[src/hdl/sdfc_pkg.sv]
// shared types and constants for the sonar datagram frame checker
`default_nettype none

package sdfc_pkg;

   // field widths
   localparam int BYTE_W   = 8;
   localparam int LEN_W    = 20;             // max_length register width
   localparam int POS_W    = LEN_W + 1;      // holds positions up to max length + 3
   localparam int FLEN_W   = 32;             // length field as received
   localparam int SUM_W    = 16;
   localparam int STATUS_W = 3;
   localparam int CSR_IDX_W = 2;

   // header capture
   localparam int HDR_BYTES = 15;
   localparam int HDR_IDX_W = $clog2(HDR_BYTES);

   // stream positions
   localparam logic [POS_W-1:0] LEN_LAST_POS = POS_W'(3);
   localparam logic [POS_W-1:0] START_POS    = POS_W'(4);
   localparam logic [POS_W-1:0] HDR_FIRST    = POS_W'(5);
   localparam logic [POS_W-1:0] HDR_END      = POS_W'(5 + HDR_BYTES);
   localparam logic [FLEN_W-1:0] MIN_LENGTH  = FLEN_W'(4);

   // frame status codes
   localparam logic [STATUS_W-1:0] STATUS_OK         = 3'd0;
   localparam logic [STATUS_W-1:0] STATUS_BAD_START  = 3'd1;
   localparam logic [STATUS_W-1:0] STATUS_BAD_END    = 3'd2;
   localparam logic [STATUS_W-1:0] STATUS_BAD_SUM    = 3'd3;
   localparam logic [STATUS_W-1:0] STATUS_BAD_LENGTH = 3'd4;

   // register indexes and reset values
   localparam logic [CSR_IDX_W-1:0] CSR_START_MARKER = 2'd0;
   localparam logic [CSR_IDX_W-1:0] CSR_END_MARKER   = 2'd1;
   localparam logic [CSR_IDX_W-1:0] CSR_MAX_LENGTH   = 2'd2;

   localparam logic [BYTE_W-1:0] START_MARKER_RESET = 8'd2;
   localparam logic [BYTE_W-1:0] END_MARKER_RESET   = 8'd3;
   localparam logic [LEN_W-1:0]  MAX_LENGTH_RESET   = 20'd128000;

   typedef struct packed {
      logic [STATUS_W-1:0] frame_status;
      logic [7:0]          datagram_id;
      logic [15:0]         model_number;
      logic [31:0]         date_word;
      logic [31:0]         millisecond_word;
      logic [15:0]         ping_number;
      logic [15:0]         serial_word;
      logic [FLEN_W-1:0]   frame_length;
      logic [SUM_W-1:0]    computed_sum;
   } sdfc_result_type;

   typedef struct packed {
      logic [BYTE_W-1:0] start_marker;
      logic [BYTE_W-1:0] end_marker;
      logic [LEN_W-1:0]  max_length;
   } sdfc_csr_type;

endpackage

`default_nettype wire

[src/hdl/sdfc_frame_tracker.sv]
// framing state, running checksum and header capture, one byte per cycle while consume is high
`default_nettype none

module sdfc_frame_tracker (
   input  wire logic                           clock,
   input  wire logic                           reset,
   input  wire logic                           consume,
   input  wire logic [sdfc_pkg::BYTE_W-1:0]    data_byte,
   input  wire sdfc_pkg::sdfc_csr_type         csr,
   output      logic                           done,
   output      sdfc_pkg::sdfc_result_type      result
);
   import sdfc_pkg::*;

   logic [POS_W-1:0]              pos_ff, pos_in;
   logic [FLEN_W-1:0]             len_ff, len_in;
   logic [SUM_W-1:0]              sum_ff, sum_in;
   logic                          start_ok_ff, start_ok_in;
   logic                          end_ok_ff, end_ok_in;
   logic [BYTE_W-1:0]             sum_low_ff, sum_low_in;
   logic [HDR_BYTES-1:0][7:0]     hdr_ff, hdr_in;

   logic [FLEN_W-1:0]             len_acc;
   logic [POS_W-1:0]              len_pos;
   logic [POS_W-1:0]              hdr_off;
   logic [HDR_IDX_W-1:0]          hdr_idx;
   logic [SUM_W-1:0]              recv_sum;

   assign len_pos  = POS_W'(len_ff[LEN_W-1:0]);
   assign hdr_off  = pos_ff - HDR_FIRST;
   assign hdr_idx  = hdr_off[HDR_IDX_W-1:0];
   assign recv_sum = {data_byte, sum_low_ff};

   always_comb begin
      pos_in      = pos_ff;
      len_in      = len_ff;
      sum_in      = sum_ff;
      start_ok_in = start_ok_ff;
      end_ok_in   = end_ok_ff;
      sum_low_in  = sum_low_ff;
      hdr_in      = hdr_ff;
      len_acc     = len_ff;
      done        = 1'b0;
      result      = '0;

      if (consume) begin
         if (pos_ff < START_POS) begin
            // length field, little-endian
            if (pos_ff == '0) begin
               len_acc     = '0;
               sum_in      = '0;
               start_ok_in = 1'b0;
               end_ok_in   = 1'b0;
               sum_low_in  = '0;
               hdr_in      = '0;
            end
            case (pos_ff[1:0])
               2'd0:    len_acc[7:0]   = data_byte;
               2'd1:    len_acc[15:8]  = data_byte;
               2'd2:    len_acc[23:16] = data_byte;
               default: len_acc[31:24] = data_byte;
            endcase
            len_in = len_acc;
            if (pos_ff == LEN_LAST_POS &&
                (len_acc < MIN_LENGTH ||
                 len_acc > FLEN_W'(csr.max_length))) begin
               done                = 1'b1;
               result.frame_status = STATUS_BAD_LENGTH;
               result.frame_length = len_acc;
               pos_in              = '0;
            end else begin
               pos_in = pos_ff + POS_W'(1);
            end
         end else begin
            if (pos_ff == START_POS) begin
               start_ok_in = (data_byte == csr.start_marker);
            end
            if (pos_ff >= HDR_FIRST && pos_ff <= len_pos) begin
               sum_in = sum_ff + SUM_W'(data_byte);
               if (pos_ff < HDR_END) begin
                  hdr_in[hdr_idx] = data_byte;
               end
            end
            if (pos_ff == len_pos + POS_W'(1)) begin
               end_ok_in = (data_byte == csr.end_marker);
            end
            if (pos_ff == len_pos + POS_W'(2)) begin
               sum_low_in = data_byte;
            end
            if (pos_ff == len_pos + POS_W'(3)) begin
               done = 1'b1;
               if (!start_ok_ff) begin
                  result.frame_status = STATUS_BAD_START;
               end else if (!end_ok_ff) begin
                  result.frame_status = STATUS_BAD_END;
               end else if (recv_sum != sum_ff) begin
                  result.frame_status = STATUS_BAD_SUM;
               end else begin
                  result.frame_status = STATUS_OK;
               end
               result.datagram_id      = hdr_ff[0];
               result.model_number     = {hdr_ff[2], hdr_ff[1]};
               result.date_word        = {hdr_ff[6], hdr_ff[5], hdr_ff[4], hdr_ff[3]};
               result.millisecond_word = {hdr_ff[10], hdr_ff[9], hdr_ff[8], hdr_ff[7]};
               result.ping_number      = {hdr_ff[12], hdr_ff[11]};
               result.serial_word      = {hdr_ff[14], hdr_ff[13]};
               result.frame_length     = len_ff;
               result.computed_sum     = sum_ff;
               pos_in                  = '0;
            end else begin
               pos_in = pos_ff + POS_W'(1);
            end
         end
      end
   end

   always_ff @(posedge clock) begin
      if (reset) begin
         pos_ff      <= '0;
         len_ff      <= '0;
         sum_ff      <= '0;
         start_ok_ff <= 1'b0;
         end_ok_ff   <= 1'b0;
         sum_low_ff  <= '0;
         hdr_ff      <= '0;
      end else begin
         pos_ff      <= pos_in;
         len_ff      <= len_in;
         sum_ff      <= sum_in;
         start_ok_ff <= start_ok_in;
         end_ok_ff   <= end_ok_in;
         sum_low_ff  <= sum_low_in;
         hdr_ff      <= hdr_in;
      end
   end

`ifndef SYNTHESIS
   // a body is only entered with an accepted length
   a_body_len_valid: assert property (@(posedge clock) disable iff (reset)
      pos_ff > LEN_LAST_POS |-> len_ff >= MIN_LENGTH && len_ff[FLEN_W-1:LEN_W] == '0)
      else $error("body position with out-of-range length");

   // position never runs past the last checksum byte
   a_pos_bounded: assert property (@(posedge clock) disable iff (reset)
      pos_ff > LEN_LAST_POS |-> pos_ff <= len_pos + POS_W'(3))
      else $error("byte position past end of datagram");
`endif

endmodule

`default_nettype wire

[src/hdl/sdfc_result_reg.sv]
// result register with valid/stall output handshake
`default_nettype none

module sdfc_result_reg (
   input  wire logic                      clock,
   input  wire logic                      reset,
   input  wire logic                      load,
   input  wire sdfc_pkg::sdfc_result_type result_in,
   input  wire logic                      rsp_stall,
   output      logic                      rsp_valid,
   output      sdfc_pkg::sdfc_result_type result_out,
   output      logic                      free
);
   import sdfc_pkg::*;

   logic            valid_ff, valid_in;
   sdfc_result_type data_ff;

   // slot can take a new result when empty or being drained this cycle
   assign free      = !valid_ff || !rsp_stall;
   assign valid_in  = load || (valid_ff && rsp_stall);
   assign rsp_valid = valid_ff;
   assign result_out = data_ff;

   always_ff @(posedge clock) begin
      if (reset) begin
         valid_ff <= 1'b0;
      end else begin
         valid_ff <= valid_in;
      end
   end

   always_ff @(posedge clock) begin
      if (load) begin
         data_ff <= result_in;
      end
   end

`ifndef SYNTHESIS
   // a bad length result carries only the length field
   a_bad_len_clean: assert property (@(posedge clock) disable iff (reset)
      valid_ff && data_ff.frame_status == STATUS_BAD_LENGTH |->
         data_ff.datagram_id == '0 && data_ff.computed_sum == '0 &&
         data_ff.date_word == '0)
      else $error("bad length result with header data");
`endif

endmodule

`default_nettype wire

[src/hdl/sonar_datagram_frame_checker_top.sv]
// top level of the sonar datagram frame checker
//
// usage
// - req channel: one stream byte per transfer on req_data_byte (req_valid/req_stall)
// - rsp channel: one result per finished or rejected datagram (rsp_valid/rsp_stall)
// - csr port: csr_write_enable with csr_index 0 start marker, 1 end marker,
//   2 max length; written while the block is idle, takes effect at once
// result path: a result is offered on rsp once the byte that ends it has passed
//   the input register, then the frame tracker into the result register
// throughput: one byte per cycle while the result slot is free;
//   a byte that ends a datagram yields its result with no gap
// reset: synchronous, clears framing (next byte is the first length byte),
//   both pipeline valids, and loads marker 2, end marker 3, max length 128000
// stall: while rsp_stall holds a waiting result, the input register holds
//   its byte and req_stall rises only if that register is full; bytes that
//   produce no result still wait, so no transfer is ever lost or repeated
// bad length: a length below 4 or above max length gives a status 4 result
//   on its fourth byte and the following byte starts a new length field
`default_nettype none

module sonar_datagram_frame_checker_top (
   input  wire logic                            clock,
   input  wire logic                            reset,
   // input byte stream
   input  wire logic                            req_valid,
   output      logic                            req_stall,
   input  wire logic [7:0]                      req_data_byte,
   // results
   output      logic                            rsp_valid,
   input  wire logic                            rsp_stall,
   output      logic [2:0]                      rsp_frame_status,
   output      logic [7:0]                      rsp_datagram_id,
   output      logic [15:0]                     rsp_model_number,
   output      logic [31:0]                     rsp_date_word,
   output      logic [31:0]                     rsp_millisecond_word,
   output      logic [15:0]                     rsp_ping_number,
   output      logic [15:0]                     rsp_serial_word,
   output      logic [31:0]                     rsp_frame_length,
   output      logic [15:0]                     rsp_computed_sum,
   // configuration writes
   input  wire logic                            csr_write_enable,
   input  wire logic [sdfc_pkg::CSR_IDX_W-1:0]  csr_index,
   input  wire logic [sdfc_pkg::LEN_W-1:0]      csr_write_data
);
   import sdfc_pkg::*;

   // configuration registers
   sdfc_csr_type      csr_ff;

   // input register
   logic              in_valid_ff, in_valid_in;
   logic [BYTE_W-1:0] in_byte_ff;

   logic              req_xfer;
   logic              consume;
   logic              out_free;
   logic              done;
   sdfc_result_type   result;
   sdfc_result_type   rsp_result;

   always_ff @(posedge clock) begin
      if (reset) begin
         csr_ff.start_marker <= START_MARKER_RESET;
         csr_ff.end_marker   <= END_MARKER_RESET;
         csr_ff.max_length   <= MAX_LENGTH_RESET;
      end else if (csr_write_enable) begin
         case (csr_index)
            CSR_START_MARKER: csr_ff.start_marker <= csr_write_data[BYTE_W-1:0];
            CSR_END_MARKER:   csr_ff.end_marker   <= csr_write_data[BYTE_W-1:0];
            CSR_MAX_LENGTH:   csr_ff.max_length   <= csr_write_data;
            default: ;       // unused index, write dropped
         endcase
      end
   end

   // the held byte moves on whenever the result slot can take an outcome
   assign consume     = in_valid_ff && out_free;
   assign req_stall   = in_valid_ff && !out_free;
   assign req_xfer    = req_valid && !req_stall;
   assign in_valid_in = req_xfer || (in_valid_ff && !out_free);

   always_ff @(posedge clock) begin
      if (reset) begin
         in_valid_ff <= 1'b0;
      end else begin
         in_valid_ff <= in_valid_in;
      end
   end

   always_ff @(posedge clock) begin
      if (req_xfer) begin
         in_byte_ff <= req_data_byte;
      end
   end

   sdfc_frame_tracker u_tracker (
      .clock     (clock),
      .reset     (reset),
      .consume   (consume),
      .data_byte (in_byte_ff),
      .csr       (csr_ff),
      .done      (done),
      .result    (result)
   );

   sdfc_result_reg u_result (
      .clock      (clock),
      .reset      (reset),
      .load       (consume && done),
      .result_in  (result),
      .rsp_stall  (rsp_stall),
      .rsp_valid  (rsp_valid),
      .result_out (rsp_result),
      .free       (out_free)
   );

   // unpack result fields onto their ports
   assign rsp_frame_status     = rsp_result.frame_status;
   assign rsp_datagram_id      = rsp_result.datagram_id;
   assign rsp_model_number     = rsp_result.model_number;
   assign rsp_date_word        = rsp_result.date_word;
   assign rsp_millisecond_word = rsp_result.millisecond_word;
   assign rsp_ping_number      = rsp_result.ping_number;
   assign rsp_serial_word      = rsp_result.serial_word;
   assign rsp_frame_length     = rsp_result.frame_length;
   assign rsp_computed_sum     = rsp_result.computed_sum;

endmodule

`default_nettype wire

[config.mk]
export PLATFORM = sky130hd
export DESIGN_NAME = sonar_datagram_frame_checker_top
export DESIGN_NICKNAME = d
export VERILOG_FILES = /design/src/hdl/sdfc_pkg.sv /design/src/hdl/sdfc_frame_tracker.sv /design/src/hdl/sdfc_result_reg.sv /design/src/hdl/sonar_datagram_frame_checker_top.sv
export SDC_FILE = /design/constraint.sdc
export NUM_CORES = 1
export LEC_CHECK = 0
export ABC_AREA = 1
export BUFFER_PORTS_ARGS = -buffer_cell sky130_fd_sc_hd__buf_2
export CAP_MARGIN = 40
export CELL_PAD_IN_SITES_DETAIL_PLACEMENT = 0
export CELL_PAD_IN_SITES_GLOBAL_PLACEMENT = 2
export CORE_MARGIN = 10
export CORE_UTILIZATION = 39
export CTS_CLUSTER_DIAMETER = 40
export DETAILED_ROUTE_END_ITERATION = 16
export PLACE_DENSITY = 0.89
export SETUP_SLACK_MARGIN = 0.4
export SLEW_MARGIN = 25
export SYNTH_ARGS = -nofsm -noshare
export SYNTH_HDL_FRONTEND = slang
export SYNTH_HIERARCHICAL = 1
export SYNTH_SLANG_ARGS = --single-unit
[constraint.sdc]
create_clock -name clock -period 16.1 [get_ports clock]
set_clock_uncertainty 0.15 [all_clocks]
set_input_delay 0.805 -clock clock [delete_from_list [all_inputs] [get_ports clock]]
set_output_delay 0.805 -clock clock [all_outputs]
set_load 0.03 [all_outputs]
# Yosys cells after proc, flatten, opt, wreduce, memory -nomap -nowiden
# Index checks and enable logic that the tools add are counted.
[totals]
latch_bits = 0
mem_bits_rw = 0
reg_bits = 416
inputBits = 35
memories = 0
rom_bits = 0
[classes]
multipliers = 0
n_shift = 0
eq_ne = 13
reduce_logical = 35
n_addsub = 6
muxes = 46
order_cmp = 8
div_mod_pow = 0
n_bitwise = 2
[op_table]
columns = ["operator", "n"]
rows = [
  ["two-way mux 120 bit", 4],
  ["two-way mux 171 bit", 1],
  ["two-way mux 8 bit", 16],
  ["bitwise mux 120 bit", 1],
  ["two-way mux 32 bit", 3],
  ["== test 21 bit", 3],
  ["two-way mux 21 bit", 3],
  ["two-way mux 16 bit", 3],
  ["adder 20 x 2 -> 21 bit, second input constant", 2],
  ["demux 8 bit (select 4 bit)", 1],
  ["> comparator 32 x 20 -> 1 bit", 1],
  ["less-than comparator 32 x 3 -> 1 bit, second input constant", 1],
  ["adder 20 x 1 -> 21 bit, second input constant", 1],
  ["adder 21 x 1 -> 21 bit, second input constant", 1],
  ["== test 21 x 2 -> 1 bit, second input constant", 1],
  ["== test 21 x 3 -> 1 bit, second input constant", 1],
  ["greater-or-equal comparator 21 x 3 -> 1 bit, second input constant", 1],
  ["less-or-equal comparator 21 x 20 -> 1 bit", 1],
  ["logical NOT 21 bit", 1],
  ["less-than comparator 21 x 3 -> 1 bit, second input constant", 1],
  ["less-than comparator 21 x 5 -> 1 bit, second input constant", 1],
  ["adder 16 x 8 -> 16 bit", 1],
  ["== test 8 bit", 2],
  ["inequality test 16 bit", 1],
  ["19 further kinds", 58],
]

# Depth between registers and ports, before layout
# Gate-level depths: netlist of the first run.
[logic_depth]
word_depth = 13
ltp_mapped = 26

# Cells and area by module
# The synthesis of the first run kept the hierarchy.
[modules_own_cells]
columns = ["module", "cells_per_inst", "seq_area_each_um2", "instances", "area_per_inst_um2"]
rows = [
  ["sdfc_frame_tracker", 2278, 3983.8, 1, 15204.6],
  ["sdfc_result_reg", 175, 5154.9, 1, 5173.7],
  ["sonar_datagram_frame_checker_top", 236, 980.9, 1, 1825.5],
]

# Worst setup path before layout of the first run
# Ideal clock, no wire load.
[synth_path]
path_kind = "reg-to-reg"
from = "reg u_tracker.pos_ff[1]"
to = "reg u_result.valid_ff, in the netlist u_result/rsp_valid"
setup_time_ns = 0.087
arrival_ns = 10.396
required_ns = 15.863
path_stages_with_launch = 26
slack_ns = 5.467
path_cell_list = "dfxtp_1 -> inv_1 -> ha_1 -> buf_2 -> buf_2 -> nand2_1 -> o21a_1 -> inv_1 -> ha_1 -> nand2_1 -> o21ai_0 -> nand2_1 -> nand2_1 -> nand2_1 -> nand2_1 -> nand2_1 -> nand2_1 -> nand2_1 -> nand3_1 -> nand3_2 -> buf_2 -> nand2_1 -> inv_1 -> nor2_1 -> inv_1 -> a21oi_2"
[synth_between]
elab_chain_len = 13
[synth_lines]
columns = ["element", "line_no", "rtl"]
rows = [
  ["from (decl)", "sdfc_frame_tracker.sv:15", "logic [POS_W-1:0] pos_ff, pos_in;"],
  ["from (signal assigned)", "sdfc_frame_tracker.sv:127", "pos_ff <= pos_in;"],
  ["logical NOT 21 bit, or another cell as far along", "sdfc_frame_tracker.sv:49", "if (pos_ff == '0) begin"],
  ["two-way mux 32 bit / OR reduction 3 bit (equally long branches)", "n/a", ""],
  ["two-way mux 8 bit", "sdfc_frame_tracker.sv:57", "case (pos_ff[1:0])"],
  ["two-way mux 8 bit", "sdfc_frame_tracker.sv:47", "if (pos_ff < START_POS) begin"],
  ["two-way mux 8 bit", "sdfc_frame_tracker.sv:46", "if (consume) begin"],
  ["less-than comparator 32 x 3 -> 1 bit / > comparator 32 x 20 -> 1 bit (equally long branches)", "sdfc_frame_tracker.sv:65, sdfc_frame_tracker.sv:66", ""],
  ["logical OR 1 bit", "sdfc_frame_tracker.sv:65", "(len_acc < MIN_LENGTH ||"],
  ["logical AND 1 bit", "sdfc_frame_tracker.sv:64", "if (pos_ff == LEN_LAST_POS &&"],
  ["two-way mux 1 bit", "sdfc_frame_tracker.sv:64", ""],
  ["two-way mux 1 bit (*)", "sdfc_frame_tracker.sv:47", ""],
  ["two-way mux 1 bit (*)", "sdfc_frame_tracker.sv:46", ""],
  ["named net done", "sonar_datagram_frame_checker_top.sv:57", "logic done;"],
  ["logical AND 1 bit (*)", "sonar_datagram_frame_checker_top.sv:109", ".load (consume && done),"],
  ["logical OR 1 bit (*)", "sdfc_result_reg.sv:21", "assign valid_in = load || (valid_ff && rsp_stall);"],
  ["to (signal assigned)", "sdfc_result_reg.sv:29", "valid_ff <= valid_in;"],
  ["to (decl)", "sdfc_result_reg.sv:16", "logic valid_ff, valid_in;"],
]
# The timed path passes the listed nets; every way through them passes the cells marked *. The select of a mux whose other input is x is not followed.
# A chain may end at the register's enable or synchronous reset.

# Worst setup path in the final report of the first run
[layout_path]
from = "reg u_tracker.pos_ff[0]"
to = "reg u_result.data_ff, in the netlist u_result/result_out[163], enable pin"
[layout_between]
elab_chain_len = 12
[layout_lines]
columns = ["element", "line_no", "rtl"]
rows = [
  ["logical NOT 21 bit, or another cell as far along", "sdfc_frame_tracker.sv:49", ""],
  ["two-way mux 32 bit / OR reduction 3 bit (equally long branches)", "n/a", ""],
  ["two-way mux 8 bit", "sdfc_frame_tracker.sv:57", ""],
  ["two-way mux 8 bit", "sdfc_frame_tracker.sv:47", ""],
  ["two-way mux 8 bit", "sdfc_frame_tracker.sv:46", ""],
  ["less-than comparator 32 x 3 -> 1 bit / > comparator 32 x 20 -> 1 bit (equally long branches)", "sdfc_frame_tracker.sv:65, sdfc_frame_tracker.sv:66", ""],
  ["logical OR 1 bit", "sdfc_frame_tracker.sv:65", ""],
  ["logical AND 1 bit", "sdfc_frame_tracker.sv:64", ""],
  ["two-way mux 1 bit", "sdfc_frame_tracker.sv:64", ""],
  ["two-way mux 1 bit (*)", "sdfc_frame_tracker.sv:47", ""],
  ["two-way mux 1 bit (*)", "sdfc_frame_tracker.sv:46", ""],
  ["named net done", "sonar_datagram_frame_checker_top.sv:57", ""],
  ["logical AND 1 bit (*)", "sonar_datagram_frame_checker_top.sv:109", ""],
  ["to (signal assigned)", "sdfc_result_reg.sv:35", "data_ff <= result_in;"],
  ["to (decl)", "sdfc_result_reg.sv:17", "sdfc_result_type data_ff;"],
]
# Marked as above.

==> report_table.html, run 1 <==
<table>
<tr><th>Metric</th><th>Value</th></tr>
<tr><th colspan="2">Timing</th></tr>
<tr><td>Max-slew violation count</td><td>0</td></tr>
<tr><td>Final critical-path share of the clock period</td><td>37.75%</td></tr>
<tr><td>Time the worst path needs with I/O delays and setup</td><td>6.077 ns</td></tr>
<tr><td>Unrepaired setup endpoints after global routing</td><td>no</td></tr>
<tr><td>Final Setup Violations</td><td>0</td></tr>
<tr><td>Number of hold violations in the final report</td><td>0</td></tr>
<tr><td>Final TNS setup</td><td>0 ns</td></tr>
<tr><td>Transition time of the tightest slew-check pin</td><td>0.8720 ns</td></tr>
<tr><td>Worst rel slew slack</td><td>41.80%</td></tr>
<tr><td>Top achievable clock speed</td><td>0.1645 GHz</td></tr>
<tr><th colspan="2">Outcome</th></tr>
<tr><td>Run status</td><td>finished, final reports clean</td></tr>
<tr><th colspan="2">Setup path</th></tr>
<tr><td>Endpoint of the lowest-slack register-to-register path</td><td>u_result/result_out[163]$_DFFE_PP_</td></tr>
<tr><td>Critical Path Start Type</td><td>flip-flop</td></tr>
<tr><td>Maximum fanout along the worst path</td><td>62</td></tr>
<tr><td>Critical R2R Launch</td><td>u_tracker/pos_ff[0]$_SDFFE_PP0P_</td></tr>
<tr><td>List of cells traversed by the critical path</td><td>inv_1 -&gt; ha_1 -&gt; nand2_1 -&gt; nor2_4 -&gt; nand3_4 -&gt; a21boi_0 -&gt; inv_1 -&gt; ha_1 -&gt; nand2_1 -&gt; nor2_1 -&gt; nand2_1 -&gt; nand2_1 -&gt; nand2_1 -&gt; nand3_1 -&gt; nand3_2 -&gt; nand2_1 -&gt; inv_1 -&gt; nor2_4 -&gt; buf_4 -&gt; buf_4 -&gt; buf_16</td></tr>
<tr><td>Count of buffering cells on the critical path with inverters included</td><td>6</td></tr>
<tr><td>Setup crit end kind</td><td>flip-flop</td></tr>
<tr><td>Depth of the worst register-to-register path</td><td>21</td></tr>
<tr><td>Kind of cell adding the most delay to the critical path</td><td>simple AND/OR/NAND/NOR gates</td></tr>
<tr><td>Data arrival time of the critical path</td><td>6.21 ns</td></tr>
<tr><td>WS Path Type</td><td>flip-flop to flip-flop</td></tr>
<tr><td>CP max stage delay</td><td>0.59 ns</td></tr>
<tr><td>Worst path depth</td><td>21</td></tr>
<tr><td>Minimum setup slack among reg-to-reg paths</td><td>10.02 ns</td></tr>
<tr><td>Library cell appearing most often on the critical path</td><td>sky130_fd_sc_hd__nand2_1</td></tr>
<tr><td>Slowest CP cell</td><td>sky130_fd_sc_hd__ha_1</td></tr>
<tr><td>Req. time, crit path</td><td>16.23 ns</td></tr>
<tr><th colspan="2">Synthesis</th></tr>
<tr><td>Arithmetic-cell share of the synthesized area counting full adders, half adders and majority gates</td><td>3.415%</td></tr>
<tr><td>Per-instance average area after synthesis</td><td>8.257 sq um</td></tr>
<tr><td>Netlist area before placement</td><td>22200 sq um</td></tr>
<tr><td>Multiplexer fraction of the synthesized cell area</td><td>0%</td></tr>
<tr><td>Area fraction in compound gates after synthesis</td><td>8.926%</td></tr>
<tr><td>Sequential cell area fraction in the yosys report</td><td>45.58%</td></tr>
<tr><td>Count of distinct cell types in the synthesized netlist</td><td>53</td></tr>
<tr><td>Number of warnings printed during yosys synthesis</td><td>6</td></tr>
<tr><td>Share of synthesized cell area in and, or, nand and nor gates</td><td>27.97%</td></tr>
<tr><td>Total of flip-flops plus latches after synthesis</td><td>416</td></tr>
<tr><td>Area share of xor/xnor cells in the synthesized design</td><td>4.221%</td></tr>
<tr><td>Leading register cell type out of synthesis</td><td>sky130_fd_sc_hd__dfxtp_1</td></tr>
<tr><td>Syn Nets</td><td>2784</td></tr>
<tr><td>Dominant combinational cell family by area after synthesis</td><td>simple AND/OR/NAND/NOR gates</td></tr>
<tr><td>Synth Instances</td><td>2689</td></tr>
<tr><td>Post-synth ARST share</td><td>0%</td></tr>
<tr><td>Count of flip-flops with a built-in enable after synthesis</td><td>179</td></tr>
<tr><th colspan="2">CTS</th></tr>
<tr><td>Clock tree from TritonCTS</td><td>built</td></tr>
<tr><td>Hold buffer count at CTS</td><td>0</td></tr>
<tr><td>Post-CTS Setup Inserts</td><td>0</td></tr>
<tr><td>Clock-pin slew on the worst setup and hold paths</td><td>0.06 ns</td></tr>
<tr><td>CTS max path bufs</td><td>3</td></tr>
<tr><td>TritonCTS Buffers</td><td>73</td></tr>
<tr><td>Sink Count</td><td>416</td></tr>
<tr><td>Root cell of the clock tree</td><td>sky130_fd_sc_hd__clkbuf_16</td></tr>
<tr><td>Resized Gates After CTS</td><td>0</td></tr>
<tr><td>CTS HTree Levels</td><td>3</td></tr>
<tr><td>Clock latency on the worst-skew pair</td><td>0.61 ns</td></tr>
<tr><th colspan="2">Final layout</th></tr>
<tr><td>Highest-count cells in the layout ignoring fill and taps</td><td>530 x sky130_fd_sc_hd__nand2_1, 329 x sky130_fd_sc_hd__inv_1, 260 x sky130_fd_sc_hd__nor2_1, 237 x sky130_fd_sc_hd__dfxtp_1, 219 x sky130_fd_sc_hd__a21oi_1</td></tr>
<tr><td>Area delta synth-&gt;final</td><td>18.16%</td></tr>
<tr><td>Commonest non-fill, non-tap cell in the layout</td><td>sky130_fd_sc_hd__nand2_1</td></tr>
<tr><td>Fin area</td><td>26240 sq um</td></tr>
<tr><td>Fraction of layout instances using a drive strength above 1</td><td>18.12%</td></tr>
<tr><td>Final cell count without fillers</td><td>3665</td></tr>
<tr><td>Ant. Diodes</td><td>0</td></tr>
<tr><td>Final-stage net count</td><td>2943</td></tr>
<tr><th colspan="2">Min path</th></tr>
<tr><td>Worst Hold Endpoint</td><td>in_byte_ff[1]$_DFFE_PP_</td></tr>
<tr><td>Launch instance of the worst min-delay path</td><td>req_data_byte[1]</td></tr>
<tr><td>Worst hold-check path type</td><td>input pin to flip-flop</td></tr>
<tr><td>Hold Path Depth</td><td>1</td></tr>
<tr><th colspan="2">Routing</th></tr>
<tr><td>Remaining antenna violation count after routing</td><td>0</td></tr>
<tr><td>Routed vias</td><td>18510</td></tr>
<tr><td>Initial detailed-routing violation count</td><td>1688</td></tr>
<tr><td>Detailed-router iteration count before antenna repair</td><td>6</td></tr>
<tr><td>Per-cell via count in the routed design</td><td>5.050</td></tr>
<tr><td>Post-route DRC</td><td>0</td></tr>
<tr><td>Wire length after detailed routing</td><td>66810 um</td></tr>
<tr><td>Routed wire length per instance</td><td>18.23 um</td></tr>
<tr><th colspan="2">Die</th></tr>
<tr><td>Overall die height</td><td>258.6 um</td></tr>
<tr><td>Boundary Pins</td><td>208</td></tr>
<tr><td>Total core area</td><td>56390 sq um</td></tr>
<tr><td>Die W</td><td>258.6 um</td></tr>
<tr><td>Count of standard-cell rows</td><td>87</td></tr>
<tr><td>DIE AREA</td><td>66880 sq um</td></tr>
<tr><td>Initial core utilization</td><td>39.38%</td></tr>
<tr><th colspan="2">Global route</th></tr>
<tr><td>Wire length of the first global-routing pass</td><td>103500 um</td></tr>
<tr><td>Number of antenna violations at the first check in global routing</td><td>1</td></tr>
<tr><td>Number of global-route vias before repair</td><td>17910</td></tr>
<tr><td>Pin count of the biggest net entering global routing</td><td>71</td></tr>
<tr><td>Global-route total usage across every layer</td><td>19.50%</td></tr>
<tr><td>Total grt overflow</td><td>0</td></tr>
<tr><th colspan="2">Pwr</th></tr>
<tr><td>Pwr Density</td><td>113.9 nW/um^2</td></tr>
<tr><td>Worst VDD drop</td><td>77.41 uV</td></tr>
<tr><td>Leakage Power</td><td>10.04 nW</td></tr>
<tr><th colspan="2">Placed design</th></tr>
<tr><td>Post-DP HPWL</td><td>47970 um</td></tr>
<tr><td>Weighted congestion reported at the end of routability-driven placement</td><td>0.9298</td></tr>
<tr><td>Placed inst area</td><td>23560 sq um</td></tr>
<tr><td>Instance count after placement with tap cells included</td><td>3527</td></tr>
<tr><td>Number of port buffers</td><td>207</td></tr>
<tr><th colspan="2">Run</th></tr>
<tr><td>Max-capacitance violation count</td><td>0</td></tr>
</table>
synth_stat cells (all sizes together), types with 4 or more instances:
library cell | n | area [sq um]
a21boi | 10 | 78.83
a21oi | 223 | 1127
buf | 81 | 675.7
clkbuf | 67 | 255.2
dfxtp | 237 | 4745
edfxtp | 179 | 5375
ha | 59 | 738.2
inv | 335 | 1257
nand2 | 540 | 2057
nand3 | 119 | 663.1
nand3b | 4 | 30.03
nand4 | 146 | 913.4
nor2 | 392 | 2305
nor3 | 21 | 105.1
nor4 | 11 | 68.82
o21ai | 124 | 620.6
or2 | 5 | 31.28
xnor2 | 25 | 219.0
xor2 | 82 | 718.2
state kept, by name (all words and copies together) (netlist names):
name                   cells
u_tracker/len_ff          32
u_tracker/end_ok_ff        1
u_result/rsp_valid         1
csr_ff                    36
u_tracker/sum_ff          16
in_byte_ff                 8
in_valid_ff                1
u_tracker/sum_low_ff       8
u_result/result_out      171
u_tracker/start_ok_ff      1
u_tracker/pos_ff          21
u_tracker/hdr_ff         120
kinds of logic after synthesis:
| family | after synthesis |
|---|---|
| AOI/OAI and AO/OA | 378 |
| adders and majority gates | 60 |
| DFF | 416 |
| xor gates and xnor gates | 107 |
| buffers and inverters | 485 |
| and+or+nand+nor | 1243 |
power by group:
group,switching (W),leakage (nW),internal (W)
clock network,0.000601,1.26,0.00102
registers,0.0000261,3.69,0.00111
logic,0.000163,5.09,0.0000692
how the worst max path moves through the flow:
stage,from,to
after floorplan,u_tracker/pos_ff[1]$_SDFFE_PP0P_,u_result/rsp_valid$_SDFF_PP0_
after global placement,u_tracker/pos_ff[0]$_SDFFE_PP0P_,u_result/result_out[52]$_DFFE_PP_
after detailed placement,u_tracker/pos_ff[0]$_SDFFE_PP0P_,u_result/result_out[163]$_DFFE_PP_
after CTS,u_tracker/pos_ff[0]$_SDFFE_PP0P_,u_result/result_out[163]$_DFFE_PP_
after global routing,u_tracker/pos_ff[1]$_SDFFE_PP0P_,u_result/result_out[52]$_DFFE_PP_
final,u_tracker/pos_ff[0]$_SDFFE_PP0P_,u_result/result_out[163]$_DFFE_PP_
routing by layer:
layer / GRT usage, % / part of all wire (%) / vias to the layer above
li1: - / - / 9143
met1: 25.13 / 44 / 8735
met2: 32.59 / 48 / 537
met3: 3.518 / 5.8 / 93
met4: 6.257 / 2.2 / 2
met5: 0 / 0.019 / -
per-stage QoR:
step           worst slack, ns  hold WS [ns]  utilization, %  power, W
2_1_floorplan            5.467        0.2910               -  0.001314
3_3_place_gp             10.06        0.2991           41.49  0.001380
3_5_place_dp             10.08        0.3038           41.79  0.001385
4_1_cts                  10.08        0.1964           46.43  0.003019
5_1_grt                  9.545        0.2116           46.53  0.003099
6_report                 10.02        0.2262           46.53  0.002988
area by class of cell:
cell class,instances,area [sq um]
fillers,5653,30150
multi-input cells,1788,9907
well taps,756,945.9
clock inverters,58,754.5
repair buffers,232,1379
clock buffers,78,1866
inverters,337,1265
flip-flops and latches,416,10120
No activity file was read; power rests on OpenSTA's default activity.
==> run 2, diff against run 1 <==
CORE_UTILIZATION = 36   (was 39)
PLACE_DENSITY = 0.83   (was 0.89)
clock period = 6 ns   (was 16.1 ns; I/O delays follow)
==> report_table.html, run 2 (same netlist as run 1, synthesis figures left out) <==
<table>
<tr><th>Metric</th><th>Value</th></tr>
<tr><th colspan="2">Outcome</th></tr>
<tr><td>Run status</td><td>finished, final reports clean</td></tr>
<tr><th colspan="2">Setup path</th></tr>
<tr><td>WS Path Type</td><td>flip-flop to flip-flop</td></tr>
<tr><td>Critical Path Start Type</td><td>flip-flop</td></tr>
<tr><td>Data arrival time of the critical path</td><td>4.74 ns (-1.47 ns)</td></tr>
<tr><td>List of cells traversed by the critical path</td><td>inv_1 -&gt; ha_1 -&gt; nand2_1 -&gt; nor2_4 -&gt; nand3_4 -&gt; a21boi_0 -&gt; inv_1 -&gt; ha_1 -&gt; nand2_1 -&gt; nor2_1 -&gt; nand2_1 -&gt; nand2_1 -&gt; nand2_1 -&gt; nand3_1 -&gt; nand3_2 -&gt; nand2_1 -&gt; inv_1 -&gt; nor2_4 -&gt; buf_16 -&gt; buf_4</td></tr>
<tr><td>Maximum fanout along the worst path</td><td>25 (-60%)</td></tr>
<tr><td>Count of buffering cells on the critical path with inverters included</td><td>5 (-1)</td></tr>
<tr><td>Setup crit end kind</td><td>flip-flop</td></tr>
<tr><td>Req. time, crit path</td><td>6.17 ns (-10.06 ns)</td></tr>
<tr><td>Kind of cell adding the most delay to the critical path</td><td>simple AND/OR/NAND/NOR gates</td></tr>
<tr><td>Library cell appearing most often on the critical path</td><td>sky130_fd_sc_hd__nand2_1</td></tr>
<tr><td>Slowest CP cell</td><td>sky130_fd_sc_hd__ha_1</td></tr>
<tr><td>CP max stage delay</td><td>0.57 ns (-0.02 ns)</td></tr>
<tr><th colspan="2">Global route</th></tr>
<tr><td>Wire length of the first global-routing pass</td><td>105800 um (+2.2%)</td></tr>
<tr><td>Pin count of the biggest net entering global routing</td><td>73 (+2.8%)</td></tr>
<tr><td>Total grt overflow</td><td>0 (unchanged)</td></tr>
<tr><td>Met1 Resource Use GR</td><td>24.17% (-0.96 points)</td></tr>
<tr><td>GRT met3 Usage</td><td>3.464% (-0.054 points)</td></tr>
<tr><td>Global routing's busiest layer</td><td>met2</td></tr>
<tr><td>Number of antenna violations at the first check in global routing</td><td>0 (-1)</td></tr>
<tr><td>Global-route total usage across every layer</td><td>18.81% (-0.68 points)</td></tr>
<tr><td>Met2 capacity usage during global routing</td><td>31.57% (-1.0 points)</td></tr>
<tr><td>Number of global-route vias before repair</td><td>18200 (+1.6%)</td></tr>
<tr><th colspan="2">Die</th></tr>
<tr><td>Overall die height</td><td>268.4 um (+3.8%)</td></tr>
<tr><td>Total core area</td><td>60700 sq um (+7.6%)</td></tr>
<tr><td>Count of standard-cell rows</td><td>90 (+3.4%)</td></tr>
<tr><td>Die W</td><td>268.4 um (+3.8%)</td></tr>
<tr><td>Initial core utilization</td><td>36.58% (-2.8 points)</td></tr>
<tr><td>Boundary Pins</td><td>208 (unchanged)</td></tr>
<tr><td>DIE AREA</td><td>72010 sq um (+7.7%)</td></tr>
<tr><th colspan="2">Min path</th></tr>
<tr><td>Worst hold-check path type</td><td>input pin to flip-flop</td></tr>
<tr><th colspan="2">Placed design</th></tr>
<tr><td>Weighted congestion reported at the end of routability-driven placement</td><td>0.8938 (-3.9%)</td></tr>
<tr><td>Post-DP HPWL</td><td>48830 um (+1.8%)</td></tr>
<tr><td>Number of port buffers</td><td>207 (unchanged)</td></tr>
<tr><th colspan="2">Timing</th></tr>
<tr><td>Time the worst path needs with I/O delays and setup</td><td>4.573 ns (-1.504 ns)</td></tr>
<tr><td>Final critical-path share of the clock period</td><td>76.22% (+38 points)</td></tr>
<tr><td>Final Setup Violations</td><td>0 (unchanged)</td></tr>
<tr><td>Unrepaired setup endpoints after global routing</td><td>no</td></tr>
<tr><td>Smallest hold slack</td><td>0.03361 ns (-0.1926 ns)</td></tr>
<tr><td>Worst rel slew slack</td><td>41.40% (-0.41 points)</td></tr>
<tr><td>Top achievable clock speed</td><td>0.2187 GHz (+33%)</td></tr>
<tr><td>Transition time of the tightest slew-check pin</td><td>0.8781 ns (+0.006087 ns)</td></tr>
<tr><td>Final TNS setup</td><td>0 ns (unchanged)</td></tr>
<tr><td>Number of hold violations in the final report</td><td>0 (unchanged)</td></tr>
<tr><td>Max-slew violation count</td><td>0 (unchanged)</td></tr>
<tr><th colspan="2">CTS</th></tr>
<tr><td>Resized Gates After CTS</td><td>0 (unchanged)</td></tr>
<tr><td>Clock latency on the worst-skew pair</td><td>0.62 ns (about the same)</td></tr>
<tr><td>Clock-pin slew on the worst setup and hold paths</td><td>0.05 ns (about the same)</td></tr>
<tr><td>Hold buffer count at CTS</td><td>33 (+33)</td></tr>
<tr><td>CTS HTree Levels</td><td>3 (unchanged)</td></tr>
<tr><td>Clock tree from TritonCTS</td><td>built</td></tr>
<tr><td>Post-CTS Setup Inserts</td><td>0 (unchanged)</td></tr>
<tr><td>TritonCTS Buffers</td><td>78 (+6.8%)</td></tr>
<tr><td>Root cell of the clock tree</td><td>sky130_fd_sc_hd__clkbuf_16</td></tr>
<tr><td>Sink Count</td><td>416 (unchanged)</td></tr>
<tr><td>CTS max path bufs</td><td>3 (unchanged)</td></tr>
<tr><th colspan="2">Routing</th></tr>
<tr><td>Per-cell via count in the routed design</td><td>5.005 (-0.90%)</td></tr>
<tr><td>Routed wire length per instance</td><td>18.49 um (+1.4%)</td></tr>
<tr><td>Remaining antenna violation count after routing</td><td>0 (unchanged)</td></tr>
<tr><td>Post-route DRC</td><td>0 (unchanged)</td></tr>
<tr><td>Initial detailed-routing violation count</td><td>1441 (-15%)</td></tr>
<tr><td>Detailed-router iteration count before antenna repair</td><td>6 (unchanged)</td></tr>
<tr><td>Wire length after detailed routing</td><td>69200 um (+3.6%)</td></tr>
<tr><td>Routed vias</td><td>18730 (+1.2%)</td></tr>
<tr><th colspan="2">Final layout</th></tr>
<tr><td>Highest-count cells in the layout ignoring fill and taps</td><td>530 x sky130_fd_sc_hd__nand2_1, 327 x sky130_fd_sc_hd__inv_1, 259 x sky130_fd_sc_hd__nor2_1, 235 x sky130_fd_sc_hd__dfxtp_1, 219 x sky130_fd_sc_hd__a21oi_1</td></tr>
<tr><td>Sequential cell area</td><td>10120 sq um (about the same)</td></tr>
<tr><td>Fraction of layout instances using a drive strength above 1</td><td>18.34% (+0.23 points)</td></tr>
<tr><td>Total area of multi-input combinational cells</td><td>9910 sq um (about the same)</td></tr>
<tr><td>Commonest non-fill, non-tap cell in the layout</td><td>sky130_fd_sc_hd__nand2_1</td></tr>
<tr><td>Final-stage net count</td><td>2990 (+1.6%)</td></tr>
<tr><td>Filler cell count in the final layout</td><td>5975 (+5.7%)</td></tr>
<tr><td>Max FFs per register</td><td>171 (unchanged)</td></tr>
<tr><td>Ant. Diodes</td><td>0 (unchanged)</td></tr>
<tr><td>Area delta synth-&gt;final</td><td>20.53%</td></tr>
<tr><th colspan="2">Pwr</th></tr>
<tr><td>Leakage Power</td><td>10.26 nW (+2.2%)</td></tr>
<tr><td>Worst VDD drop</td><td>217.3 uV (+180%)</td></tr>
<tr><td>Pwr Density</td><td>306.4 nW/um^2 (+170%)</td></tr>
<tr><th colspan="2">Run</th></tr>
<tr><td>Max-capacitance violation count</td><td>0 (unchanged)</td></tr>
</table>
-- run 2: where the power goes --
| group | leakage, nW | switching, W | total, W | internal, W |
|---|---|---|---|---|
| registers | 3.69 | 0.0000602 | 0.00304 | 0.00298 |
| logic | 5.25 | 0.000452 | 0.000654 | 0.000202 |
| clock network | 1.32 | 0.00163 | 0.00451 | 0.00288 |
-- run 2: metal layers --
metal	share of wire [%]	routed length, um
met1	43	30030
met2	48	33160
met3	6.3	4360
met4	2.4	1639
met5	0	0
-- run 2: final timing paths --
check	to	slack (ns)	cells past startpoint	start
setup reg to reg	u_result/result_out[65]$_DFFE_PP_	1.43	20	u_tracker/pos_ff[1]$_SDFFE_PP0P_
hold / removal	u_result/rsp_valid$_SDFF_PP0_	0.03	2	reset
setup / recovery	u_result/result_out[65]$_DFFE_PP_	1.43	20	u_tracker/pos_ff[1]$_SDFFE_PP0P_
hold reg to reg	u_tracker/hdr_ff[91]$_SDFFE_PP0P_	0.31	2	u_tracker/hdr_ff[91]$_SDFFE_PP0P_
-- run 2: layout make-up --
cell class | instances | share of cell area (%)
Sequential cell | 416 | 37.83
Clock buffer | 91 | 7.901
Timing Repair Buffer | 274 | 6.536
Tap cell | 782 | 3.656
Multi-Input combinational cell | 1788 | 37.03
Inverter | 337 | 4.731
Clock inverter | 54 | 2.319
-- run 2: metrics by stage --
step / total power, W / util (%) / instance area (sq um) / setup WS [ns] / cells
after detailed placement: 0.003726 / 38.97 / 23660 / 1.130 / 3562
after floorplan: 0.003526 / - / 22220 / 0.4058 / 2689
final: 0.008199 / 44.09 / 26760 / 1.427 / 3742
after global routing: 0.008501 / 44.09 / 26760 / 1.025 / 3742
after CTS: 0.008288 / 44.02 / 26720 / 1.096 / 3740
after global placement: 0.003712 / 38.84 / 23570 / 1.237 / 3558
==> run 3, diff against run 2 <==
ABC_AREA = 0   (was 1)
CORE_UTILIZATION = 34   (was 36)
PLACE_DENSITY = 0.78   (was 0.83)
clock period = 3.86 ns   (was 6 ns; I/O delays follow)
==> report_table.html, run 3 <==
<table>
<tr><th>Metric</th><th>Value</th></tr>
<tr><th colspan="2">Outcome</th></tr>
<tr><td>Run status</td><td>complete, but fails checks</td></tr>
<tr><td>Failing checks</td><td>setup timing</td></tr>
<tr><th colspan="2">Synthesis</th></tr>
<tr><td>Fraction of post-synthesis cell area in the top cell type by area</td><td>27.59% (+3.4 points)</td></tr>
<tr><td>Sequential cell area fraction in the yosys report</td><td>51.94% (+6.4 points)</td></tr>
<tr><td>Leading register cell type out of synthesis</td><td>sky130_fd_sc_hd__dfxtp_1</td></tr>
<tr><td>Cell types with the highest counts after synthesis</td><td>237 x sky130_fd_sc_hd__dfxtp_1, 210 x sky130_fd_sc_hd__nand2_1, 179 x sky130_fd_sc_hd__edfxtp_1</td></tr>
<tr><td>Total of flip-flops plus latches after synthesis</td><td>416 (unchanged)</td></tr>
<tr><td>Cell types occupying the most area after synthesis</td><td>sky130_fd_sc_hd__edfxtp_1 28%, sky130_fd_sc_hd__dfxtp_1 24%, sky130_fd_sc_hd__and2_1 4.5%</td></tr>
<tr><td>Number of warnings printed during yosys synthesis</td><td>6 (unchanged)</td></tr>
<tr><td>Post-synth ARST share</td><td>0% (unchanged)</td></tr>
<tr><td>Netlist area before placement</td><td>19480 sq um (-12%)</td></tr>
<tr><td>Per-instance average area after synthesis</td><td>10.13 sq um (+23%)</td></tr>
<tr><td>Post-synthesis cell type with the largest combined area</td><td>sky130_fd_sc_hd__edfxtp_1</td></tr>
<tr><td>Synth Instances</td><td>1924 (-28%)</td></tr>
<tr><td>Library cell with the highest instance count after synthesis</td><td>sky130_fd_sc_hd__dfxtp_1</td></tr>
<tr><td>Count of distinct cell types in the synthesized netlist</td><td>78 (+47%)</td></tr>
<tr><td>Syn Nets</td><td>2019 (-27%)</td></tr>
<tr><td>Count of flip-flops with a built-in enable after synthesis</td><td>179 (unchanged)</td></tr>
<tr><th colspan="2">Routing</th></tr>
<tr><td>Initial detailed-routing violation count</td><td>1248 (-13%)</td></tr>
<tr><td>Per-cell via count in the routed design</td><td>5.228 (+4.5%)</td></tr>
<tr><td>Post-route DRC</td><td>0 (unchanged)</td></tr>
<tr><td>Wire length after detailed routing</td><td>64380 um (-7.0%)</td></tr>
<tr><td>Remaining antenna violation count after routing</td><td>0 (unchanged)</td></tr>
<tr><td>Routed vias</td><td>16270 (-13%)</td></tr>
<tr><td>Detailed-router iteration count before antenna repair</td><td>6 (unchanged)</td></tr>
<tr><td>Routed wire length per instance</td><td>20.69 um (+12%)</td></tr>
<tr><th colspan="2">Placed design</th></tr>
<tr><td>Post-DP HPWL</td><td>45280 um (-7.3%)</td></tr>
<tr><td>Weighted congestion reported at the end of routability-driven placement</td><td>0.9061 (+1.4%)</td></tr>
<tr><td>Number of port buffers</td><td>207 (unchanged)</td></tr>
<tr><td>Worst slack at placement</td><td>-0.3553 ns (-1.485 ns)</td></tr>
<tr><td>Placed inst area</td><td>22390 sq um (-5.3%)</td></tr>
<tr><th colspan="2">CTS</th></tr>
<tr><td>CTS max path bufs</td><td>3 (unchanged)</td></tr>
<tr><td>Clock tree from TritonCTS</td><td>built</td></tr>
<tr><td>Clock latency on the worst-skew pair</td><td>0.60 ns (-0.02 ns)</td></tr>
<tr><td>Sink Count</td><td>416 (unchanged)</td></tr>
<tr><td>Root cell of the clock tree</td><td>sky130_fd_sc_hd__clkbuf_16</td></tr>
<tr><td>TritonCTS Buffers</td><td>67 (-14%)</td></tr>
<tr><td>CTS HTree Levels</td><td>3 (unchanged)</td></tr>
<tr><td>Clock-pin slew on the worst setup and hold paths</td><td>0.05 ns (about the same)</td></tr>
<tr><th colspan="2">Timing</th></tr>
<tr><td>Final worst slack</td><td>-0.2707 ns (-1.697 ns)</td></tr>
<tr><td>Max-slew violation count</td><td>0 (unchanged)</td></tr>
<tr><td>Time the worst path needs with I/O delays and setup</td><td>4.131 ns (-0.4426 ns)</td></tr>
<tr><td>Worst rel slew slack</td><td>47.50% (+6.1 points)</td></tr>
<tr><td>Final TNS setup</td><td>-41.77 ns (-41.77 ns)</td></tr>
<tr><td>Final critical-path share of the clock period</td><td>107.0% (+31 points)</td></tr>
<tr><td>Transition time of the tightest slew-check pin</td><td>0.7875 ns (-0.09058 ns)</td></tr>
<tr><td>Unrepaired setup endpoints after global routing</td><td>yes</td></tr>
<tr><td>Top achievable clock speed</td><td>0.2421 GHz (+11%)</td></tr>
<tr><td>Number of hold violations in the final report</td><td>0 (unchanged)</td></tr>
<tr><td>Final Setup Violations</td><td>193 (+193)</td></tr>
<tr><th colspan="2">Die</th></tr>
<tr><td>Overall die height</td><td>259.4 um (-3.3%)</td></tr>
<tr><td>Die W</td><td>259.4 um (-3.3%)</td></tr>
<tr><td>Boundary Pins</td><td>208 (unchanged)</td></tr>
<tr><td>Total core area</td><td>56600 sq um (-6.7%)</td></tr>
<tr><td>DIE AREA</td><td>67280 sq um (-6.6%)</td></tr>
<tr><td>Count of standard-cell rows</td><td>87 (-3.3%)</td></tr>
<tr><td>Initial core utilization</td><td>34.42% (-2.2 points)</td></tr>
<tr><th colspan="2">Global route</th></tr>
<tr><td>Total grt overflow</td><td>0 (unchanged)</td></tr>
<tr><td>Number of antenna violations at the first check in global routing</td><td>1 (+1)</td></tr>
<tr><td>Global routing's busiest layer</td><td>met2</td></tr>
<tr><td>Pin count of the biggest net entering global routing</td><td>148 (+100%)</td></tr>
<tr><td>Wire length of the first global-routing pass</td><td>95190 um (-10%)</td></tr>
<tr><td>GRT met3 Usage</td><td>3.683% (+0.22 points)</td></tr>
<tr><td>Met1 Resource Use GR</td><td>23.05% (-1.1 points)</td></tr>
<tr><td>Global-route total usage across every layer</td><td>18.12% (-0.69 points)</td></tr>
<tr><td>Met2 capacity usage during global routing</td><td>29.84% (-1.7 points)</td></tr>
<tr><td>Number of global-route vias before repair</td><td>15930 (-12%)</td></tr>
<tr><th colspan="2">Run</th></tr>
<tr><td>Max-capacitance violation count</td><td>0 (unchanged)</td></tr>
<tr><th colspan="2">Final layout</th></tr>
<tr><td>Commonest non-fill, non-tap cell in the layout</td><td>sky130_fd_sc_hd__dfxtp_1</td></tr>
<tr><td>Ant. Diodes</td><td>0 (unchanged)</td></tr>
<tr><td>Area delta synth-&gt;final</td><td>30.95%</td></tr>
<tr><td>Fin area</td><td>25510 sq um (-4.7%)</td></tr>
<tr><td>Final-stage net count</td><td>2399 (-20%)</td></tr>
<tr><td>Highest-count cells in the layout ignoring fill and taps</td><td>233 x sky130_fd_sc_hd__dfxtp_1, 210 x sky130_fd_sc_hd__buf_2, 210 x sky130_fd_sc_hd__nand2_1, 179 x sky130_fd_sc_hd__edfxtp_1, 169 x sky130_fd_sc_hd__buf_4</td></tr>
<tr><td>Fraction of layout instances using a drive strength above 1</td><td>25.08% (+6.7 points)</td></tr>
<tr><td>Max FFs per register</td><td>171 (unchanged)</td></tr>
<tr><th colspan="2">Setup path</th></tr>
<tr><td>Maximum fanout along the worst path</td><td>8 (-68%)</td></tr>
<tr><td>Data arrival time of the critical path</td><td>4.33 ns (-0.41 ns)</td></tr>
<tr><td>WS Path Type</td><td>flip-flop to flip-flop</td></tr>
<tr><td>Req. time, crit path</td><td>4.06 ns (-2.11 ns)</td></tr>
<tr><td>Setup crit end kind</td><td>flip-flop</td></tr>
<tr><td>Critical Path Start Type</td><td>flip-flop</td></tr>
<tr><th colspan="2">Min path</th></tr>
<tr><td>Worst hold-check path type</td><td>input pin to flip-flop</td></tr>
<tr><th colspan="2">Pwr</th></tr>
<tr><td>Worst VDD drop</td><td>314.2 uV (+45%)</td></tr>
<tr><td>Leakage Power</td><td>9.839 nW (-4.1%)</td></tr>
<tr><td>Post-layout power</td><td>0.01123 W (+37%)</td></tr>
<tr><td>Pwr Density</td><td>440.0 nW/um^2 (+44%)</td></tr>
</table>
==> run 3: repair_timing <==
item | CTS | global route
cloned | 7 | 5
resized for setup | 21 | 33
endpoints found under the setup margin | 484 | 504
pin swaps | 7 | 10
hold endpoints to repair | 55 | 0
buffers inserted | 6 | 5
hold buffers | 31 | 0
==> run 3: cells by family (layout without fill, tap and decap cells) <==
family | count (synthesis) | count (layout) | share of synthesized area (%)
fa+ha+maj | 60 | 60 | 3.892
flops | 416 | 416 | 51.94
compound gates | 371 | 371 | 12.92
buf+inv | 179 | 610 | 3.892
simple gates | 742 | 743 | 20.01
mux | 52 | 52 | 2.671
xor+xnor | 104 | 104 | 4.675
==> run 3: through the flow <==
stage               utilization (%)  instances  hold WS, ns
global placement              39.54       2931       0.2214
detailed placement            39.56       2933       0.2218
floorplan                         -       1924       0.1154
CTS                           44.51       3098       0.1265
finish                        45.07       3112       0.1656
global route                  45.07       3112       0.1609
==> run 3: final cells by class <==
class                   count  area [sq um]
fillers                  5382         31090
flip-flops and latches    416         10120
multi-input cells        1330          8856
repair buffers            440          3208
clock buffers              81          1812
well taps                 756         945.9
clock inverters            40         380.4
inverters                  49         186.4
==> run 3: worst paths after layout <==
kind                                      startpoint                                  to  slack (ns)  cells after the start
hold / removal                          csr_index[1]             csr_ff[28]$_SDFFE_PP0P_        0.17                      3
hold reg to reg   u_tracker/hdr_ff[103]$_SDFFE_PP0P_  u_tracker/hdr_ff[103]$_SDFFE_PP0P_        0.32                      2
setup reg to reg    u_tracker/pos_ff[5]$_SDFFE_PP0P_  u_result/result_out[100]$_DFFE_PP_       -0.27                     15
setup / recovery    u_tracker/pos_ff[5]$_SDFFE_PP0P_  u_result/result_out[100]$_DFFE_PP_       -0.27                     15
==> run 3: worst max-delay path, cell delays in order (launching register included) <==
cell	delay, ns
sky130_fd_sc_hd__dfxtp_2	0.33
sky130_fd_sc_hd__nor4_4	0.31
sky130_fd_sc_hd__nand3_2	0.15
sky130_fd_sc_hd__nor4_4	0.24
sky130_fd_sc_hd__buf_6	0.19
sky130_fd_sc_hd__o31ai_1	0.10
sky130_fd_sc_hd__ha_1	0.34
sky130_fd_sc_hd__a21oi_2	0.14
sky130_fd_sc_hd__o21a_1	0.16
sky130_fd_sc_hd__o211ai_1	0.12
sky130_fd_sc_hd__or4_4	0.54
sky130_fd_sc_hd__a22oi_2	0.18
sky130_fd_sc_hd__a21oi_2	0.09
sky130_fd_sc_hd__or2_4	0.27
sky130_fd_sc_hd__and3_4	0.27
sky130_fd_sc_hd__bufbuf_16	0.30
==> run 3: report_power, final <==
group | internal [W] | switching (W) | total (W)
logic | 0.000344 | 0.000480 | 0.000824
registers | 0.00460 | 0.0000544 | 0.00465
clock network | 0.00350 | 0.00225 | 0.00575
==> run 3: per-layer routing <==
metal / vias up / part of all wire, %
met5: - / 0
met3: 118 / 6.3
met4: 0 / 3.1
met2: 567 / 47
li1: 7725 / -
met1: 7859 / 44
